<file path="src/hdl/bhq_pkg.sv">
`default_nettype none

package bhq_pkg;

  // heap geometry
  localparam int CAPACITY   = 1024;
  localparam int KEY_BITS   = 32;
  localparam int ADDR_BITS  = $clog2(CAPACITY);
  localparam int COUNT_BITS = $clog2(CAPACITY + 1);
  localparam int POS_BITS   = COUNT_BITS + 1;

  typedef logic [KEY_BITS-1:0]   key_t;
  typedef logic [COUNT_BITS-1:0] count_t;
  typedef logic [POS_BITS-1:0]   pos_t;
  typedef logic [ADDR_BITS-1:0]  addr_t;

  // operation codes
  localparam logic MODE_INSERT = 1'b0;
  localparam logic MODE_DELETE = 1'b1;

  typedef enum logic [1:0] {
    STATUS_OK    = 2'd0,
    STATUS_EMPTY = 2'd1,
    STATUS_FULL  = 2'd2
  } status_t;

  // sequencer states
  typedef enum logic [3:0] {
    S_IDLE,
    S_UP_CMP,
    S_DEL_LAST,
    S_DN_RD_L,
    S_DN_RD_R,
    S_DN_SEL,
    S_DN_CMP,
    S_WR_FIN,
    S_DONE
  } state_t;

  // memory request from the sequencer
  typedef struct packed {
    logic  we;
    addr_t waddr;
    key_t  wdata;
    logic  re;
    addr_t raddr;
  } ram_req_t;

  // finished result word
  typedef struct packed {
    key_t    removed;
    status_t status;
    count_t  count;
    key_t    top;
  } result_t;

  // one-based heap position to memory address
  function automatic addr_t pos2addr(input pos_t p);
    pos_t t;
    t = p - pos_t'(1);
    return t[ADDR_BITS-1:0];
  endfunction

endpackage

`default_nettype wire

</file>
<file path="src/hdl/bhq_ctrl.sv">
`default_nettype none

module bhq_ctrl (
  input  wire logic              clk,
  input  wire logic              rst_n,
  input  wire logic              in_valid,
  input  wire logic              in_mode,
  input  wire bhq_pkg::key_t     in_key,
  output logic                   in_ready,
  input  wire logic              res_free,
  output logic                   res_load,
  output bhq_pkg::result_t       res,
  output bhq_pkg::ram_req_t      ram_req,
  input  wire bhq_pkg::key_t     ram_rdata
);

  import bhq_pkg::*;

  state_t  state_r, state_nxt;
  count_t  count_r, count_nxt;
  pos_t    pos_r, pos_nxt;
  pos_t    child_r, child_nxt;
  key_t    key_r, key_nxt;
  key_t    lval_r, lval_nxt;
  key_t    cval_r, cval_nxt;
  key_t    top_r, top_nxt;
  key_t    removed_r, removed_nxt;
  status_t status_r, status_nxt;

  // shared compare unit
  key_t cmp_a, cmp_b;
  logic cmp_lt;
  assign cmp_lt = cmp_a < cmp_b;

  pos_t new_pos, half_pos, dbl_pos, dbl_child, count_ext;
  assign new_pos   = pos_t'(count_r) + pos_t'(1);
  assign half_pos  = pos_r >> 1;
  assign dbl_pos   = pos_r << 1;
  assign dbl_child = child_r << 1;
  assign count_ext = pos_t'(count_r);

  // control registers
  always_ff @(posedge clk) begin
    if (!rst_n) begin
      state_r <= S_IDLE;
      count_r <= '0;
    end else begin
      state_r <= state_nxt;
      count_r <= count_nxt;
    end
  end

  // datapath registers
  always_ff @(posedge clk) begin
    pos_r     <= pos_nxt;
    child_r   <= child_nxt;
    key_r     <= key_nxt;
    lval_r    <= lval_nxt;
    cval_r    <= cval_nxt;
    top_r     <= top_nxt;
    removed_r <= removed_nxt;
    status_r  <= status_nxt;
  end

  // sequencer
  always_comb begin
    state_nxt   = state_r;
    count_nxt   = count_r;
    pos_nxt     = pos_r;
    child_nxt   = child_r;
    key_nxt     = key_r;
    lval_nxt    = lval_r;
    cval_nxt    = cval_r;
    removed_nxt = removed_r;
    status_nxt  = status_r;
    in_ready    = 1'b0;
    res_load    = 1'b0;
    cmp_a       = ram_rdata;
    cmp_b       = key_r;
    ram_req     = '0;

    unique case (state_r)
      S_IDLE: begin
        in_ready = 1'b1;
        if (in_valid) begin
          removed_nxt = '0;
          status_nxt  = STATUS_OK;
          if (in_mode == MODE_INSERT) begin
            if (count_ext == pos_t'(CAPACITY)) begin
              status_nxt = STATUS_FULL;
              state_nxt  = S_DONE;
            end else begin
              count_nxt = count_r + count_t'(1);
              pos_nxt   = new_pos;
              key_nxt   = in_key;
              if (count_r == '0) begin
                state_nxt = S_WR_FIN;
              end else begin
                ram_req.re    = 1'b1;
                ram_req.raddr = pos2addr(new_pos >> 1);
                state_nxt     = S_UP_CMP;
              end
            end
          end else begin
            if (count_r == '0) begin
              status_nxt = STATUS_EMPTY;
              state_nxt  = S_DONE;
            end else begin
              removed_nxt   = top_r;
              ram_req.re    = 1'b1;
              ram_req.raddr = pos2addr(count_ext);
              state_nxt     = S_DEL_LAST;
            end
          end
        end
      end

      // swim: parent smaller than the key moves down into the hole
      S_UP_CMP: begin
        cmp_a = ram_rdata;
        cmp_b = key_r;
        if (cmp_lt) begin
          ram_req.we    = 1'b1;
          ram_req.waddr = pos2addr(pos_r);
          ram_req.wdata = ram_rdata;
          pos_nxt       = half_pos;
          if (half_pos == pos_t'(1)) begin
            state_nxt = S_WR_FIN;
          end else begin
            ram_req.re    = 1'b1;
            ram_req.raddr = pos2addr(half_pos >> 1);
          end
        end else begin
          state_nxt = S_WR_FIN;
        end
      end

      // last entry becomes the key to sink from the root
      S_DEL_LAST: begin
        key_nxt   = ram_rdata;
        count_nxt = count_r - count_t'(1);
        pos_nxt   = pos_t'(1);
        if (count_r == count_t'(1)) begin
          state_nxt = S_DONE;
        end else begin
          state_nxt = S_DN_RD_L;
        end
      end

      S_DN_RD_L: begin
        if (dbl_pos > count_ext) begin
          state_nxt = S_WR_FIN;
        end else begin
          ram_req.re    = 1'b1;
          ram_req.raddr = pos2addr(dbl_pos);
          child_nxt     = dbl_pos;
          state_nxt     = S_DN_RD_R;
        end
      end

      // left child arrives, fetch right child if present
      S_DN_RD_R: begin
        lval_nxt = ram_rdata;
        if (child_r < count_ext) begin
          ram_req.re    = 1'b1;
          ram_req.raddr = pos2addr(child_r + pos_t'(1));
          state_nxt     = S_DN_SEL;
        end else begin
          cval_nxt  = ram_rdata;
          state_nxt = S_DN_CMP;
        end
      end

      // pick the larger child, left on a tie
      S_DN_SEL: begin
        cmp_a = lval_r;
        cmp_b = ram_rdata;
        if (cmp_lt) begin
          cval_nxt  = ram_rdata;
          child_nxt = child_r + pos_t'(1);
        end else begin
          cval_nxt  = lval_r;
        end
        state_nxt = S_DN_CMP;
      end

      // larger child moves up into the hole, next left child read early
      S_DN_CMP: begin
        cmp_a = key_r;
        cmp_b = cval_r;
        if (cmp_lt) begin
          ram_req.we    = 1'b1;
          ram_req.waddr = pos2addr(pos_r);
          ram_req.wdata = cval_r;
          pos_nxt       = child_r;
          if (dbl_child > count_ext) begin
            state_nxt = S_WR_FIN;
          end else begin
            ram_req.re    = 1'b1;
            ram_req.raddr = pos2addr(dbl_child);
            child_nxt     = dbl_child;
            state_nxt     = S_DN_RD_R;
          end
        end else begin
          state_nxt = S_WR_FIN;
        end
      end

      S_WR_FIN: begin
        ram_req.we    = 1'b1;
        ram_req.waddr = pos2addr(pos_r);
        ram_req.wdata = key_r;
        state_nxt     = S_DONE;
      end

      S_DONE: begin
        if (res_free) begin
          res_load  = 1'b1;
          state_nxt = S_IDLE;
        end
      end

      default: begin
        state_nxt = S_IDLE;
      end
    endcase
  end

  // root copy follows every write to the root
  always_comb begin
    top_nxt = top_r;
    if (ram_req.we && ram_req.waddr == '0) begin
      top_nxt = ram_req.wdata;
    end
  end

  // result word
  always_comb begin
    res.removed = removed_r;
    res.status  = status_r;
    res.count   = count_r;
    res.top     = (count_r == '0) ? '0 : top_r;
  end

endmodule

`default_nettype wire

</file>
<file path="config.mk">
export PLATFORM = sky130hd
export DESIGN_NAME = bhq_ctrl
export DESIGN_NICKNAME = d
export VERILOG_FILES = /design/src/hdl/bhq_pkg.sv /design/src/hdl/bhq_ctrl.sv
export SDC_FILE = /design/constraint.sdc
export NUM_CORES = 1
export LEC_CHECK = 0
export BUFFER_PORTS_ARGS = -buffer_cell sky130_fd_sc_hd__buf_2
export CORE_UTILIZATION = 30
export DETAILED_ROUTE_END_ITERATION = 16
export GPL_TIMING_DRIVEN = 0
export PLACE_DENSITY = 0.51
export SETUP_SLACK_MARGIN = 0.15
export SYNTH_ARGS = -nofsm -noshare
export SYNTH_HDL_FRONTEND = slang
export SYNTH_SLANG_ARGS = --single-unit
</file>
<file path="constraint.sdc">
create_clock -name clk -period 12.7 [get_ports clk]
set_clock_uncertainty 0.2 [all_clocks]
set_input_delay 1.905 -clock clk [delete_from_list [all_inputs] [get_ports clk]]
set_output_delay 1.905 -clock clk [all_outputs]
set_load 0.03 [all_outputs]
</file>
==> out/metrics.csv <==
stage,metric,value,unit
timing,fin_ws,3.47,ns
floorplanning,rows,80,
placement,dp_worst_setup_slack,4.32,ns
timing,hold_viol_final,0,
route,drc_errors,0,
power,p_total,4.97,mW
finish,final_util,36.6,%
global_routing,grt.met3_usage,5.39,%
worst_setup_path,r2r_cells,18,
route,ant_nets,0,
worst_setup_path,arrival,7.13,ns
clock_tree,cts-resized-gates,0,
clock_tree,htreeDepth,1,
timing,rsz0062_at_grt,false,
floorplanning,fp.dieH,224,um
timing,period_minus_slack,9.23,ns
clock_tree,cts_sinks,201,
timing,setup_viol,0,
synthesis,ys_types,82,
finish,nets,2073,
timing,finalSetupTns,0,ns
global_routing,grt-ovfl-total,0,
timing,drv_slew,0,
status,outcome,completed,
route,wl_per_cell,24.2,um
synthesis,synth.area.top_cells,"edfxtp_1 (38%), o21ai_0 (7.2%), ha_1 (5.8%)",
min_path,whs_path_depth,1,
timing,slew_headroom,13.3,%
min_path,min_from,top_r[21]$_DFFE_PP_,
route,vias,14846,
synthesis,synth_seq_area_share,39.8,%
worst_setup_path,cp_slowest_cell,o21ai_0,
floorplanning,dieWidth,224,um
power,power_leakage,6.55,nW
route,firstDrtPassIters,6,
timing,fmax,108,MHz
floorplanning,ios,202,
worst_setup_path,slowest_delay,1.07,ns
global_routing,grt_pass1_wl,92.1,mm
finish,drive_above_1_share,16.7,%
finish,multi_input_area,0.00818,sq mm
synthesis,synth_top_cell_by_area,edfxtp_1,
clock_tree,clkLatencyLatePin,0.57,ns
synthesis,synthCells,1699,
clock_tree,cts_tree,built,
timing,tightest_slew,1.30,ns
synthesis,synthArstFlopShare,0,%
worst_setup_path,worst_ep_required_time,10.60,ns
global_routing,grt_max_degree,42,
synthesis,synth-seq-cells,201,
clock_tree,post_cts_buffers,0,
synthesis,ys.flop_type,edfxtp_1,
flow_run,cap_violations,0,
placement,place_hpwl,47.3,mm
clock_tree,cts_made_buffers,26,
global_routing,grt_pass1_vias,14195,
worst_setup_path,reg2reg_from,state_r[1]$_SDFFE_PN0P_,
global_routing,grt_usage,24.3,%
route,first_iter_violations,1649,
worst_setup_path,r2r_setup_slack,5.58,ns
synthesis,ys_warn_count,0,
synthesis,synth_top_area_share,37.8,%
worst_setup_path,crit_type,register to output pin,
global_routing,antenna_found_initial,1,
synthesis,syn_area,0.0148,sq mm
synthesis,syn_nets,1837,
floorplanning,coreArea,0.0481,sq mm
floorplanning,die-area,0.0501,sq mm
finish,seqCellArea,0.00589,sq mm
global_routing,gr-usage-met1,33.7,%
placement,portBuffers,201,
clock_tree,clock_path_buffers,3,
power,powerDensity,282,mW/mm^2
min_path,hold_path_class,register to register,
floorplanning,start_util,30.7,%
worst_setup_path,critPathBufInv,6,
clock_tree,root_buffer,clkbuf_16,
timing,min_period_over_period,72.7,%
clock_tree,hold_buffers,0,
min_path,worstHoldEndpoint,removed_r[21]$_SDFFCE_PN0P_,
worst_setup_path,end_kind,output pin,
worst_setup_path,crit_path_start_kind,register,
worst_setup_path,cp_max_fo,10,
route,drt-vias-per-instance,5.69,
worst_setup_path,reg2reg_to,top_r[12]$_DFFE_PP_,
global_routing,gr-usage-met2,37.3,%
finish,flow.area_growth_from_synthesis,19.3,%
worst_setup_path,critPathTopFamily,buffers and inverters,
finish,fillers,5013,
synthesis,synth_edf_count,186,
global_routing,busiest_layer,met2,
timing,timing.hold.ws,0.372,ns
placement,place_congestion,0.946,
worst_setup_path,crit_path_cell_trace,buf_4 -> clkbuf_1 -> clkbuf_1 -> clkbuf_1 -> o21ai_0 -> o21ai_0 -> o21ai_0 -> ha_1 -> a21oi_1 -> nor4b_1 -> o221ai_1 -> a222oi_1 -> nand2_1 -> clkbuf_1 -> o21ai_0 -> buf_2,
synthesis,synth.avg_cell_area,8.70,sq um
clock_tree,path_clk_slew,0.06,ns
route,finalWirelength,63.1,mm
power,vdd_drop_max,95.7,uV
cells in the final DEF, fill, tap and decap left out, types with 50 or more instances in the layout:
master    Yosys  final
buf_2        18    219
a21oi_1     107    107
or3_1       103    103
nor2_1      120    119
o22ai_1      51     51
a22oi_1      50     50
edfxtp_1    186    186
o21ai_0     213    213
ha_1         69     69
clkbuf_1    116    119
nand2_1     181    181
routing by layer:
metal  vias up  routed length [um]  part of all wire [%]
met5         -                   0                     0
met4         0                1870                   3.0
met3       101                5870                   9.3
met2       721               27700                    44
met1      7240               27700                    44
li1       6784                   -                     -
area by class of cell:
| cell class | instances | share of cell area (%) |
|---|---|---|
| antenna | 1 | 0.0142 |
| buffer | 150 | 3.45 |
| clock buffer | 30 | 3.83 |
| clock inverter | 16 | 1.28 |
| inverter | 33 | 0.702 |
| multi-input combinational | 1315 | 46.4 |
| sequential | 201 | 33.4 |
| tap | 656 | 4.65 |
| timing repair buffer | 208 | 6.31 |
cells by family after synthesis:
| group | count (synthesis) | synth area share [%] |
|---|---|---|
| simple gates | 623 | 21.5 |
| compound gates | 524 | 21.2 |
| flops | 201 | 39.8 |
| buf+inv | 183 | 4.95 |
| fa+ha+maj | 69 | 5.84 |
| xor+xnor | 67 | 4.15 |
| mux | 32 | 2.44 |
registers in the layout, summed over array words and instances (netlist names), 4 cells and up:
register / count
key_r: 32
removed_r: 32
lval_r: 32
top_r: 32
child_r: 12
state_r: 4
cval_r: 32
count_r: 11
pos_r: 12
per-stage QoR:
stage / cells / area (sq um)
after floorplan: 1699 / 14800
after global placement: 2556 / 16600
after detailed placement: 2563 / 16700
after CTS: 2609 / 17600
after global routing: 2610 / 17600
final: 2610 / 17600
cell usage after synthesis (all sizes together) (8+ instances only):
cell type	n
o21ai	215
edfxtp	186
nand2	182
nor2	121
clkbuf	116
a21oi	107
or3	104
ha	69
o22ai	51
a22oi	50
xnor2	50
and2	42
and3	40
buf	34
o211ai	34
inv	33
mux2	32
nand3	29
nor3	28
nand4	18
xor2	17
dfxtp	15
nor4	13
nor2b	11
a211oi	9
o221ai	8
worst max-delay path by stage:
stage	end	slack, ns	cells after the start	startpoint
2_1_floorplan	ram_req[6]	5.78	13	ram_rdata[31]
4_1_cts	ram_req[16]	3.73	14	state_r[0]$_SDFFE_PN0P_
5_1_grt	ram_req[16]	3.28	16	state_r[1]$_SDFFE_PN0P_
6_report	ram_req[17]	3.47	16	state_r[1]$_SDFFE_PN0P_
3_3_place_gp	ram_req[16]	4.38	14	ram_rdata[31]
3_5_place_dp	ram_req[16]	4.32	14	ram_rdata[31]
report_power, final:
group | internal (mW) | switching, mW | total, mW
Combinational | 0.895 | 2.11 | 3.00
Sequential | 1.00 | 0.168 | 1.17
Clock | 0.483 | 0.318 | 0.801
No activity file was read; power rests on OpenSTA's default activity.
